$ cat src/hw/rtl/aes_ram.sv
`timescale 1ns / 1ps
`default_nettype none
module aes_ram #(
  parameter int unsigned Width = 32,
  parameter int unsigned Depth = 60
) (
  input  wire logic                     clk_i,
  input  wire logic                     we_i,
  input  wire logic [$clog2(Depth)-1:0] waddr_i,
  input  wire logic [Width-1:0]         wdata_i,
  input  wire logic [$clog2(Depth)-1:0] raddr_i,
  output logic      [Width-1:0]         rdata_o
);
  logic [Width-1:0] mem_q [Depth];

  always_ff @(posedge clk_i) begin
    if (we_i) begin
      mem_q[waddr_i] <= wdata_i;
    end
    rdata_o <= mem_q[raddr_i];
  end
endmodule
`default_nettype wire

$ cat config.mk
export PLATFORM = sky130hd
export DESIGN_NAME = aes_ram
export DESIGN_NICKNAME = d
export VERILOG_FILES = /design/src/hw/rtl/aes_ram.sv
export SDC_FILE = /design/constraint.sdc
export NUM_CORES = 2
export LEC_CHECK = 0
export BUFFER_PORTS_ARGS = -buffer_cell sky130_fd_sc_hd__buf_2
export CORE_ASPECT_RATIO = 1.75
export CORE_MARGIN = 10
export CORE_UTILIZATION = 35
export CTS_BUF_LIST = sky130_fd_sc_hd__clkbuf_8
export CTS_CLUSTER_SIZE = 28
export DETAILED_ROUTE_END_ITERATION = 8
export GPL_ROUTABILITY_DRIVEN = 1
export SLEW_MARGIN = 20
export SYNTH_ARGS = -nofsm -noshare
export SYNTH_HDL_FRONTEND = slang
export SYNTH_SLANG_ARGS = --single-unit
export TNS_END_PERCENT = 100
$ cat constraint.sdc
create_clock -name clk_i -period 4.4 [get_ports clk_i]
set_clock_uncertainty 0.05 [all_clocks]
set_input_delay 0.66 -clock clk_i [delete_from_list [all_inputs] [get_ports clk_i]]
set_output_delay 0.66 -clock clk_i [all_outputs]
set_load 0.05 [all_outputs]
==> metrics.csv <==
metric,value,unit
Tightest Hold Check Type,primary input to flip-flop,
Post-DRT Antenna Nets,0,
CP top delay family,buffers and inverters,
Max transition margin,28.2,%
Worst Max-Slew Pin Slew,1.08,ns
length of routed wiring on met1,71700,um
status,"complete, no violations",
"Cell Area, Synth",0.0738,sq mm
Leakage,26.2,nW
# Post-CTS Setup Buffers,0,
final hold violation count,0,
Remaining DRCs,0,
fin cells,6628,
Tot GR Track Use,17.1,%
clock root cell,clkbuf_8,
layout net count,3641,
ys async rst share,0,%
core area,0.210,sq mm
Buffers on Ports,77,
clk slew on worst S/H paths,0.07,ns
register share of total power,56.6,%
Placer Congestion,0.762,
hold-fix buffers at CTS,0,
cell internal pwr,28.3,mW
Syn Nets,3310,
drt via density,5.46,
die width,367,um
final max-slew violation count,0,
H-tree lvl count,5,
CP required,5.17,ns
# clock sinks,1952,
vias post-DR,36200,
largest cells by area after synthesis,"edfxtp_1 78%, mux4_2 14%, a22oi_1 1.1%, dfxtp_1 0.87%, mux2i_1 0.52%",
achievable frequency,0.333,GHz
"Clk Latency, worst-skew pair",0.93,ns
antenna violations before repair,17,
Synth Register Bits,1952,
most frequent cell after synthesis,edfxtp_1,
CTS resizes,0,
die height,627,um
"Largest stage delay, worst path",0.73,ns
Max Root-Sink Buffers,4,
critical-path cell with the highest stage delay,a21oi_1,
Top Layer Used,met5,
die area,0.230,sq mm
Netlist cell types,38,
"Cell Chain, Critical Path","buf_4, buf_4, nor2b_4, buf_4, a22oi_1, a21oi_1, a21oi_1, o211ai_1",
setup violators final,0,
fin crit share,68.3,%
combinational power share,5.6,%
peak fanout along the critical path,24,
"Buf+Inv Stages, Crit Path",3,
TritonRoute pass-1 iters,7,
post-synthesis sequential area ratio,79.0,%
Yosys top cell area share,78.1,%
routed wl met3,12200,um
P per Cell Area,433,mW/mm^2
synthesized area per cell,22.6,sq um
CP Launch Type,primary input,
reg-to-reg startpoint,mem_q[3][9],
Total Wirelength,201000,um
Yosys warnings,0,
vias in the first global route,37800,
critical path class,primary input to flip-flop,
Worst EP arrival,3.78,ns
met2 wire len,109000,um
Sw Ratio,22.5,%
Post-Place Cells,6123,
synth cell count leaders,"1920 x edfxtp_1, 461 x mux4_2, 109 x a22oi_1",
Mapped Cells,3264,
Main synth FF type,edfxtp_1,
setup TNS,0,ns
min Tclk post-route,3.01,ns
Initial Util,35.1,%
gr ovfl total,0,
layout cells sized above 1,30.3,%
RSZ-0062 raised after global routing,false,
CTS tree,built,
cell mode on critical path,buf_4,
number of max-cap violations,0,
largest net degree at the start of global routing,75,
Yosys top cell by area,edfxtp_1,
worst min-delay path startpoint,wdata_i[12],
clock share of power,37.8,%
Crit. End Element,flip-flop,
Post-synth EDFFs,1920,
TritonCTS buffer count,280,
first-pass GRT wire length,284000,um
Psw,8.20,mW
layout overhead on the synthesized area,14.2,%
Detailed Route Iter0 Violations,3651,
crit path from,raddr_i[2],
# rows,223,
DP HPWL,112000,um
Top Ports,78,
mean routed wirelength per cell,30.4,um
peak supply drop,0.250,mV
==> final timing paths <==
kind | cells past startpoint | slack (ns) | endpoint
max | 8 | 1.39 | rdata_o[29]
min | 1 | 0.15 | mem_q[31][12]
max reg2reg | 5 | 2.27 | rdata_o[9]
min reg2reg | 4 | 0.73 | rdata_o[13]
==> stage by stage <==
stage | hold slack [ns] | total power, mW | utilization (%) | setup slack, ns | cell area [sq um]
after global placement | 0.752 | 23.1 | 37.5 | 0.465 | 78900
after CTS | 0.237 | 36.8 | 40.0 | 1.42 | 84100
final | 0.150 | 36.5 | 40.0 | 1.39 | 84200
after floorplan | 0.709 | 22.1 | - | 0.551 | 73800
after global routing | 0.131 | 37.7 | 40.0 | 1.38 | 84200
after detailed placement | 0.760 | 23.1 | 37.5 | 0.451 | 78900
==> kinds of logic after synthesis <==
group | Yosys count | synth area share [%]
AND/OR/NAND/NOR | 237 | 1.45
multiplexers | 499 | 14.6
flip-flops | 1952 | 79.0
buffers and inverters | 192 | 1.38
AO/OA/AOI/OAI | 384 | 3.60
==> cell usage in the layout (no fill, tap or decap), drive strengths merged, types with 19 or more instances in the layout <==
master / instances
edfxtp: 1920
mux4: 461
clkbuf: 298
buf: 238
a22oi: 109
nor2: 86
inv: 85
o21ai: 83
clkinv: 72
nand2: 62
a21oi: 45
nand3: 43
mux2i: 38
o211ai: 32
dfxtp: 32
diode: 26
a22o: 26
a221oi: 19
o21a: 19
o211a: 19
a31oi: 19
and3: 19
==> power by group through the flow <==
| stage | logic (mW) | clock network (mW) | registers (mW) |
|---|---|---|---|
| floorplan | 0.983 | 0 | 21.2 |
| finish | 2.04 | 13.8 | 20.7 |
| CTS | 2.07 | 14.1 | 20.7 |
| global placement | 2.04 | 0 | 21.1 |
| detailed placement | 2.07 | 0 | 21.1 |
| global route | 2.15 | 14.9 | 20.7 |
==> registers in the layout, indices dropped and copies added (netlist names) <==
name     cells
mem_q     1920
rdata_o     32
==> area by class of cell <==
| type | instances | area (sq um) |
|---|---|---|
| Antenna cell | 26 | 65.1 |
| Clock buffer | 298 | 4100 |
| Clock inverter | 179 | 1130 |
| Fill cell | 18700 | 126000 |
| Inverter | 3 | 11.3 |
| Multi-Input combinational cell | 1120 | 15000 |
| Sequential cell | 1952 | 58300 |
| Tap cell | 2812 | 3520 |
| Timing Repair Buffer | 238 | 2140 |
==> worst reg2reg max path, stage by stage (launching register included) <==
cell,delay (ns)
edfxtp_1,0.36
mux4_2,0.48
a22oi_1,0.36
a21oi_1,0.29
a21oi_1,0.31
o211ai_1,0.13
==> layer usage <==
layer  GRT usage [%]  vias to the layer above
met5               0                        -
met4            7.96                        8
met3            2.58                      375
met2            31.1                     1520
met1            19.8                    19700
li1                -                    14600
Power figures use the tool's default switching activity.
